File: config.mk
export PLATFORM = sky130hd
export DESIGN_NAME = miller_rabin_prime_test_unit
export DESIGN_NICKNAME = d
export VERILOG_FILES = /design/src/design/mrpt_pkg.sv /design/src/design/mrpt_mulmod.sv /design/src/design/miller_rabin_prime_test_unit.sv
export SDC_FILE = /design/constraint.sdc
export NUM_CORES = 2
export LEC_CHECK = 0
export BUFFER_PORTS_ARGS = -buffer_cell sky130_fd_sc_hd__buf_2
export CORE_ASPECT_RATIO = 1.2
export CORE_MARGIN = 2
export CORE_UTILIZATION = 50
export CTS_BUF_LIST = sky130_fd_sc_hd__clkbuf_4 sky130_fd_sc_hd__clkbuf_8
export DETAILED_ROUTE_END_ITERATION = 8
export GPL_TIMING_DRIVEN = 0
export MAX_ROUTING_LAYER = met4
export PLACE_DENSITY = 0.69
export SYNTH_ARGS = -nofsm -noshare
export SYNTH_HDL_FRONTEND = slang
export SYNTH_SLANG_ARGS = --single-unit
File: constraint.sdc
create_clock -name clk -period 12.1 [get_ports clk]
set_input_delay 1.21 -clock clk [delete_from_list [all_inputs] [get_ports clk]]
set_output_delay 1.21 -clock clk [all_outputs]
set_load 0.01 [all_outputs]
File: src/design/mrpt_pkg.sv
// package for the miller-rabin prime test unit: widths, bases, state codes
package mrpt_pkg;

  localparam int NumberWidth = 63;
  localparam int BaseCount   = 7;
  localparam int BaseIdxW    = 3;
  localparam int BaseWidth   = 31;
  localparam int BitIdxW     = 6;
  localparam int TdataWidth  = 64;

  typedef logic [NumberWidth-1:0] num_t;

  // fixed base set, deterministic below 2^64
  function automatic logic [BaseWidth-1:0] base_at(input logic [BaseIdxW-1:0] idx);
    logic [BaseWidth-1:0] b;
    begin
      case (idx)
        3'd0:    b = 31'd2;
        3'd1:    b = 31'd325;
        3'd2:    b = 31'd9375;
        3'd3:    b = 31'd28178;
        3'd4:    b = 31'd450775;
        3'd5:    b = 31'd9780504;
        3'd6:    b = 31'd1795265022;
        default: b = 31'd0;
      endcase
      base_at = b;
    end
  endfunction

  typedef enum logic [4:0] {
    ST_IDLE,
    ST_SCREEN,    // serial mod-3 and mod-5 residues for trial division by 3, 5
    ST_ODD,       // screen small values and 2, 3, 5; strip trailing zeros of n-1
    ST_BASE,      // start reduction of next base mod n
    ST_RED,       // bit-serial reduction of base
    ST_EXP_MUL,   // v = v*b mod n when exponent bit set
    ST_EXP_WAIT1,
    ST_EXP_SQR,   // loop to next exponent bit once b = b*b mod n is stored
    ST_EXP_WAIT2,
    ST_CHECK,     // skip base whose residue mod n is zero; clear square count
    ST_SQ_TEST,   // compare v with n-1 / 1
    ST_SQ_WAIT,
    ST_DONE
  } state_t;

  typedef struct packed {
    logic start;
    logic busy;
  } mm_ctl_t;

endpackage

File: src/design/mrpt_mulmod.sv
// bit-serial modular multiplier: one bit of the multiplier per cycle
module mrpt_mulmod (
  input  logic               clk,
  input  logic               rst,
  input  mrpt_pkg::mm_ctl_t  ctl_in,
  input  mrpt_pkg::num_t     a,
  input  mrpt_pkg::num_t     b,
  input  mrpt_pkg::num_t     m,
  output logic               busy,
  output mrpt_pkg::num_t     p
);
  mrpt_pkg::num_t       x;
  mrpt_pkg::num_t       y;
  mrpt_pkg::num_t       acc;
  logic [63:0]          s_acc;
  logic [63:0]          s_x;
  mrpt_pkg::num_t       acc_next;
  mrpt_pkg::num_t       x_next;

  // add_mod for accumulator and doubled operand
  always_comb begin
    s_acc    = {1'b0, acc} + {1'b0, x};
    acc_next = (s_acc >= {1'b0, m}) ? 63'(s_acc - {1'b0, m}) : 63'(s_acc);
    if (!y[0]) acc_next = acc;
    s_x      = {1'b0, x} + {1'b0, x};
    x_next   = (s_x >= {1'b0, m}) ? 63'(s_x - {1'b0, m}) : 63'(s_x);
  end

  // operand shifting
  always_ff @(posedge clk) begin
    if (rst) begin
      busy <= 1'b0;
    end else if (ctl_in.start) begin
      busy <= 1'b1;
    end else if (busy && y == '0) begin
      busy <= 1'b0;
    end
    if (ctl_in.start) begin
      x   <= a;
      y   <= b;
      acc <= '0;
    end else if (busy && y != '0) begin
      x   <= x_next;
      y   <= y >> 1;
      acc <= acc_next;
    end
  end

  assign p = acc;

  logic unused_busy;
  assign unused_busy = ctl_in.busy;
endmodule

File: src/design/miller_rabin_prime_test_unit.sv
// top level of the miller-rabin prime test unit
//   channel | dir | fields
//   s_axis  | in  | tdata[62:0] number
//   m_axis  | out | tdata[0] is_prime
// a full test takes up to about 7 bases * ~126 multiplies, its time set by the
// bit-serial modular multiplier (one multiplier bit per cycle); screened values
// finish after the serial trial division over the 63 bits of the number. one
// number at a time; tready is low while testing.
// rst is synchronous and clears control. a waiting result holds until taken.
module miller_rabin_prime_test_unit (
  input  logic        clk,
  input  logic        rst,
  input  logic        s_axis_tvalid,
  output logic        s_axis_tready,
  input  logic [63:0] s_axis_tdata,  // [62:0] number
  output logic        m_axis_tvalid,
  input  logic        m_axis_tready,
  output logic [7:0]  m_axis_tdata   // [0] is_prime
);
  mrpt_pkg::state_t state, state_next;
  mrpt_pkg::num_t   n, nm1, u, e, v, bb, r_acc;
  logic [mrpt_pkg::BaseIdxW-1:0] bidx;
  logic [mrpt_pkg::BitIdxW-1:0]  s_cnt, r_cnt, bit_cnt;
  logic [1:0] m3;
  logic [2:0] m5;
  logic [2:0] m3_sh;
  logic [3:0] m5_sh;
  logic       result;
  logic       out_valid;
  logic       pass_now;
  logic       sq_more;
  logic       mm_go;

  mrpt_pkg::mm_ctl_t mm_ctl;
  mrpt_pkg::num_t    mm_a, mm_b, mm_p;
  logic              mm_busy;

  mrpt_mulmod u_mm (
    .clk(clk), .rst(rst), .ctl_in(mm_ctl), .a(mm_a), .b(mm_b), .m(n),
    .busy(mm_busy), .p(mm_p)
  );

  assign s_axis_tready = (state == mrpt_pkg::ST_IDLE) && !out_valid;
  assign m_axis_tvalid = out_valid;
  assign m_axis_tdata  = {7'd0, result};

  logic [63:0] r_sh;
  assign r_sh = {r_acc, bb[bit_cnt]} ;

  // shifted residues for the serial mod-3 and mod-5 screen
  assign m3_sh = {m3, n[bit_cnt]};
  assign m5_sh = {m5, n[bit_cnt]};

  // strong test outcome for the current square
  assign pass_now = (r_cnt == '0 && v == 63'd1) || (r_cnt < s_cnt && v == nm1);
  assign sq_more  = (v != 63'd1) && (r_cnt < s_cnt);

  // sequencer
  always_ff @(posedge clk) begin
    if (rst) begin
      state     <= mrpt_pkg::ST_IDLE;
      out_valid <= 1'b0;
    end else begin
      state <= state_next;
      if (state == mrpt_pkg::ST_DONE) out_valid <= 1'b1;
      else if (out_valid && m_axis_tready) out_valid <= 1'b0;
    end
  end

  // datapath registers and serial residues
  always_ff @(posedge clk) begin
    mm_ctl.start <= mm_go;
    mm_ctl.busy  <= mm_busy;
    case (state)
      mrpt_pkg::ST_IDLE: begin
        if (s_axis_tvalid && s_axis_tready) begin
          n       <= s_axis_tdata[62:0];
          bit_cnt <= 6'd62;
          m3      <= 2'd0;
          m5      <= 3'd0;
        end
      end
      mrpt_pkg::ST_SCREEN: begin
        // one bit per cycle into mod-3 and mod-5 residues
        m3 <= (m3_sh >= 3'd3) ? 2'(m3_sh - 3'd3) : m3_sh[1:0];
        m5 <= (m5_sh >= 4'd5) ? 3'(m5_sh - 4'd5) : m5_sh[2:0];
        bit_cnt <= bit_cnt - 6'd1;
        nm1  <= n - 63'd1;
        u    <= n - 63'd1;
        s_cnt <= '0;
      end
      mrpt_pkg::ST_ODD: begin
        if (!u[0]) begin
          u     <= u >> 1;
          s_cnt <= s_cnt + 6'd1;
        end
      end
      mrpt_pkg::ST_BASE: begin
        bb      <= 63'(mrpt_pkg::base_at(bidx));
        r_acc   <= '0;
        bit_cnt <= 6'd30;
      end
      mrpt_pkg::ST_RED: begin
        // restoring reduction, one bit of the base per cycle
        r_acc   <= (r_sh >= {1'b0, n}) ? 63'(r_sh - {1'b0, n})
                                       : r_sh[62:0];
        bit_cnt <= bit_cnt - 6'd1;
        if (bit_cnt == 6'd0) begin
          e <= u;
          v <= 63'd1;
        end
      end
      mrpt_pkg::ST_EXP_MUL: begin
        if (bit_cnt == 6'd63) bb <= r_acc;
        bit_cnt <= 6'd0;
        if (e[0]) begin
          mm_a <= v; mm_b <= (bit_cnt == 6'd63) ? r_acc : bb;
        end
      end
      mrpt_pkg::ST_EXP_WAIT1: begin
        if (!mm_ctl.start && !mm_busy && e[0]) v <= mm_p;
        if (!mm_ctl.start && !mm_busy) begin
          mm_a <= bb; mm_b <= bb;
        end
      end
      mrpt_pkg::ST_EXP_WAIT2: begin
        if (!mm_ctl.start && !mm_busy) begin
          bb <= mm_p;
          e  <= e >> 1;
        end
      end
      mrpt_pkg::ST_CHECK: begin
        r_cnt <= '0;
      end
      mrpt_pkg::ST_SQ_TEST: begin
        mm_a <= v; mm_b <= v;
      end
      mrpt_pkg::ST_SQ_WAIT: begin
        if (!mm_ctl.start && !mm_busy) begin
          v     <= mm_p;
          r_cnt <= r_cnt + 6'd1;
        end
      end
      default: ;
    endcase
  end

  // next state, multiplier start and verdict
  always_comb begin
    state_next = state;
    mm_go      = 1'b0;
    case (state)
      mrpt_pkg::ST_IDLE:
        if (s_axis_tvalid && s_axis_tready) state_next = mrpt_pkg::ST_SCREEN;
      mrpt_pkg::ST_SCREEN:
        if (bit_cnt == 6'd0) state_next = mrpt_pkg::ST_ODD;
      mrpt_pkg::ST_ODD: begin
        if (n == 63'd2 || n == 63'd3 || n == 63'd5 || n < 63'd2 || !n[0]
            || m3 == 2'd0 || m5 == 3'd0)
          state_next = mrpt_pkg::ST_DONE;
        else if (u[0]) state_next = mrpt_pkg::ST_BASE;
      end
      mrpt_pkg::ST_BASE:   state_next = mrpt_pkg::ST_RED;
      mrpt_pkg::ST_RED:
        if (bit_cnt == 6'd0) state_next = mrpt_pkg::ST_CHECK;
      mrpt_pkg::ST_EXP_MUL: begin
        mm_go      = e[0];
        state_next = mrpt_pkg::ST_EXP_WAIT1;
      end
      mrpt_pkg::ST_EXP_WAIT1:
        if (!mm_ctl.start && !mm_busy) begin
          mm_go      = 1'b1;
          state_next = mrpt_pkg::ST_EXP_WAIT2;
        end
      mrpt_pkg::ST_EXP_WAIT2:
        if (!mm_ctl.start && !mm_busy) state_next = mrpt_pkg::ST_EXP_SQR;
      mrpt_pkg::ST_EXP_SQR:
        state_next = (e == '0) ? mrpt_pkg::ST_SQ_TEST : mrpt_pkg::ST_EXP_MUL;
      mrpt_pkg::ST_CHECK: begin
        // base residue zero means skip
        if (r_acc == '0)
          state_next = (bidx == 3'(mrpt_pkg::BaseCount - 1))
                       ? mrpt_pkg::ST_DONE : mrpt_pkg::ST_BASE;
        else state_next = mrpt_pkg::ST_EXP_MUL;
      end
      mrpt_pkg::ST_SQ_TEST: begin
        if (pass_now)
          state_next = (bidx == 3'(mrpt_pkg::BaseCount - 1))
                       ? mrpt_pkg::ST_DONE : mrpt_pkg::ST_BASE;
        else if (sq_more) begin
          mm_go      = 1'b1;
          state_next = mrpt_pkg::ST_SQ_WAIT;
        end else state_next = mrpt_pkg::ST_DONE;
      end
      mrpt_pkg::ST_SQ_WAIT:
        if (!mm_ctl.start && !mm_busy) state_next = mrpt_pkg::ST_SQ_TEST;
      mrpt_pkg::ST_DONE:   state_next = mrpt_pkg::ST_IDLE;
      default:             state_next = mrpt_pkg::ST_IDLE;
    endcase
  end

  // verdict register, base index advance
  always_ff @(posedge clk) begin
    if (state == mrpt_pkg::ST_SCREEN) begin
      bidx <= '0;
    end
    if (state == mrpt_pkg::ST_ODD) begin
      result <= (n == 63'd2 || n == 63'd3 || n == 63'd5);
    end
    if (state == mrpt_pkg::ST_CHECK && r_acc == '0) begin
      bidx <= bidx + 3'd1;
      if (bidx == 3'(mrpt_pkg::BaseCount - 1)) result <= 1'b1;
    end
    if (state == mrpt_pkg::ST_SQ_TEST) begin
      if (pass_now) begin
        if (bidx == 3'(mrpt_pkg::BaseCount - 1)) result <= 1'b1;
        bidx <= bidx + 3'd1;
      end else result <= 1'b0;
    end
  end

  logic unused_bits;
  assign unused_bits = s_axis_tdata[63];
endmodule
==> out/results.ini <==
[timing]
timing.final.crit_share_pct = 70.5
fin_skew_ns = 0.0398
fin_setup_tns_ns = 0
slew_viol_final = 13
worst_pin_slew_ns = 1.58
clock.fmax_ghz = 0.117
hold_viol_final = 0
layout_setup_ws_ns = 3.57
rsz0062_at_grt = no
max_slew_margin_pct = -6.11
finalCriticalPeriod_ns = 8.53
setup_viol = 0

[grt]
overflow = 0
grt_max_degree = 65
first_global_vias = 43700
grt_use_total_pct = 40.1
grt_pass1_wl_mm = 300
antenna_found_initial = 5

[setup_path]
start_kind = register
critPathRequiredTime_ns = 12.78
cp-end-kind = register
crit_path_max_fanout = 10
critPathBufInv = 7
crit_family = buffers and inverters
arrival_ns = 9.21
cp_common_cell = mux4_2
critPathMaxStageDelay_ns = 0.96
slowest_stage = clkbuf_1
cp_cell_sequence = clkbuf_1 > buf_2 > clkbuf_1 > mux4_2 > mux4_2 > mux4_2 > inv_1 > ha_1 > fa_1 > nor2b_1 > o31a_1 > o31ai_4 > a21oi_2 > a311o_1 > a21oi_1 > o21ai_1 > a221o_1 > a211o_1 > buf_6 > inv_2 > buf_4 > nand2_1 > a21oi_1
critPathKind = reg2reg

[drt]
drtPass1Iterations = 7
drc = 0
via_per_inst = 6.29
drtIter0Drc = 5719
antenna_left = 0
routed_wl_mm = 213
wl_per_cell_um = 29.5
num_vias = 45400
top_layer = met4
met1_length_mm = 80.7
met3_length_mm = 17.7
wl_met2_mm = 95.9

[die]
die_h_um = 359
die-area_um2 = 108000
core_um2 = 104000
fp.dieW_um = 300
num_rows = 130
io_pins = 78
start_util_pct = 50.2

[job]
drv_cap = 2

[logic_synthesis]
synth.distinct_cells = 96
synth-edff-count = 716
synth-seq-cells = 790
syn_inst = 5480
syn_area_um2 = 52500
synth_warnings = 0
synth_flop_cell = edfxtp_1
async_reset_ff_share_pct = 0
synth_area_per_cell_um2 = 9.58
yosysSeqAreaShare_pct = 43.8

[hold_path]
hold_path_class = in2reg

[clock_network]
postCtsResizedCells = 0
cts_buffers = 133
clock_path_buffers = 3
cts_tree = done
hold_buffers = 0
cts_setup_buffers = 0
clk_latency_ns = 0.89
htree_levels = 4
clk_pin_slew_worst_paths_ns = 0.07
cts_sinks = 790
root_buffer = clkbuf_8

[outcome]
violations = max-capacitance violations, max-slew violations
status = finished, violations left

[place]
port_buffers = 69
place_ws_ns = 3.69
gp_congestion = 1.02
place.detailed.hpwl_mm = 173

[layout]
syn_to_final_growth_pct = 10.2
fill_cells = 9707
nets = 6055
regArea_um2 = 23000
multi_input_area_um2 = 27600
post_route_cells_drive_above_1_share_pct = 9.87

[pwr]
p_leak_uw = 0.0225
ir_drop_mv = 0.383
power_density_nw_per_um2 = 337

==> final timing paths <==
check | startpoint | end | slack, ns | depth (start not counted)
min reg2reg | bidx[1] | bidx[1] | 0.52 | 2
min | s_axis_tdata[60] | n[60] | 0.51 | 1
max reg2reg | bit_cnt[1] | r_acc[2] | 3.57 | 23
max | bit_cnt[1] | r_acc[2] | 3.57 | 23
==> stage by stage <==
stage | util, % | std cells | power (uW) | hold slack, ns | area (um2)
2_1_floorplan | - | 5486 | 12800 | 0.458 | 52500
3_3_place_gp | 52.3 | 6941 | 16500 | 0.509 | 54600
3_5_place_dp | 52.7 | 6959 | 16500 | 0.516 | 55000
4_1_cts | 55.4 | 7199 | 19200 | 0.453 | 57800
5_1_grt | 55.4 | 7202 | 20600 | 0.485 | 57800
6_report | 55.4 | 7208 | 19500 | 0.505 | 57900
==> synth_stat cells (11+ instances only) <==
master    instances  share of area, %
nand2_1         916               6.6
edfxtp_1        716                41
a21oi_1         443               4.2
nor2_1          374               2.7
ha_1            274               6.5
clkbuf_1        227               1.6
o21ai_0         221               2.1
xnor2_1         204               3.4
inv_1           196               1.4
xor2_1          159               2.7
a21o_1          157               2.2
mux2_2          100               2.1
nand4_1          95               1.1
nor4_1           95               1.1
nand3_1          93              0.89
and2_1           89               1.1
mux2i_1          85               1.6
nor3_1           85              0.81
dfxtp_1          74               2.8
a211oi_1         68              0.97
o21bai_1         59              0.84
o211ai_1         48              0.69
a222oi_1         46              0.88
nand2b_1         46              0.55
nand3b_1         44              0.63
buf_2            40              0.38
mux4_2           40               1.7
and3_1           33              0.39
nor2b_1          33              0.39
a31oi_1          30              0.36
buf_1            27              0.19
o21a_1           27              0.39
nor3b_1          23              0.33
a221o_1          21              0.40
a311oi_1         20              0.33
a21boi_0         18              0.26
or3_1            18              0.21
a221oi_1         15              0.25
o31ai_1          15              0.21
or2_2            15              0.18
buf_4            14              0.20
and4_1           12              0.20
a211oi_2         11              0.26
==> placed cells by master, fill, tap and decap left out, types with 88 or more instances in the layout <==
cell,instances
nand4_1,95
nor4_1,94
nand2_1,914
mux2_2,100
clkbuf_1,227
xnor2_1,204
buf_2,113
xor2_1,159
ha_1,274
a21o_1,157
nor2_1,374
nand3_1,93
and2_1,88
clkbuf_8,139
o21ai_0,220
a21oi_1,441
edfxtp_1,716
inv_1,195
==> flip-flops by register name, summed over array words and instances (netlist names), 2 cells and up <==
signal and count:
bb 63, e 63, mm_a 63, mm_b 63, n 63, nm1 63, r_acc 63, u 63
u_mm.p 63, u_mm.x 63, u_mm.y 63, v 63, bit_cnt 6, r_cnt 6, s_cnt 6, state 4
bidx 3, m5 3, m3 2
==> kinds of logic (layout without fill, tap and decap cells) <==
group                      count (synthesis)  in the layout  synth area share (%)
other                                      1             15               0.00715
and+or+nand+nor                         1996           1996                  17.6
AOI/OAI and AO/OA                       1314           1314                  16.4
DFF                                      790            790                  43.8
muxes                                    226            226                  5.51
buffers and inverters                    509            837                  3.88
adders and majority gates                281            281                  6.74
xor gates and xnor gates                 363            363                  6.06
==> power breakdown <==
part,internal (uW),switching (uW)
combinational,4150,7520
clock,1410,1230
sequential,4220,955
total,9780,9700
==> final cells by class <==
| cell class | count | area share [%] |
|---|---|---|
| Antenna cell | 8 | 0.0346 |
| Tap cell | 1386 | 3.00 |
| Buffer | 311 | 2.24 |
| Clock inverter | 77 | 1.23 |
| Sequential cell | 790 | 39.7 |
| Clock buffer | 163 | 3.62 |
| Timing Repair Buffer | 88 | 1.20 |
| Multi-Input combinational cell | 4187 | 47.7 |
| Inverter | 198 | 1.28 |
==> metal layers <==
metal | global-route usage, % | vias up
li1 | - | 20600
met1 | 47.9 | 21900
met2 | 61.6 | 2212
met3 | 6.95 | 633
met4 | 28.1 | 0
met5 | - | -
(Power assumes the default switching activity.)
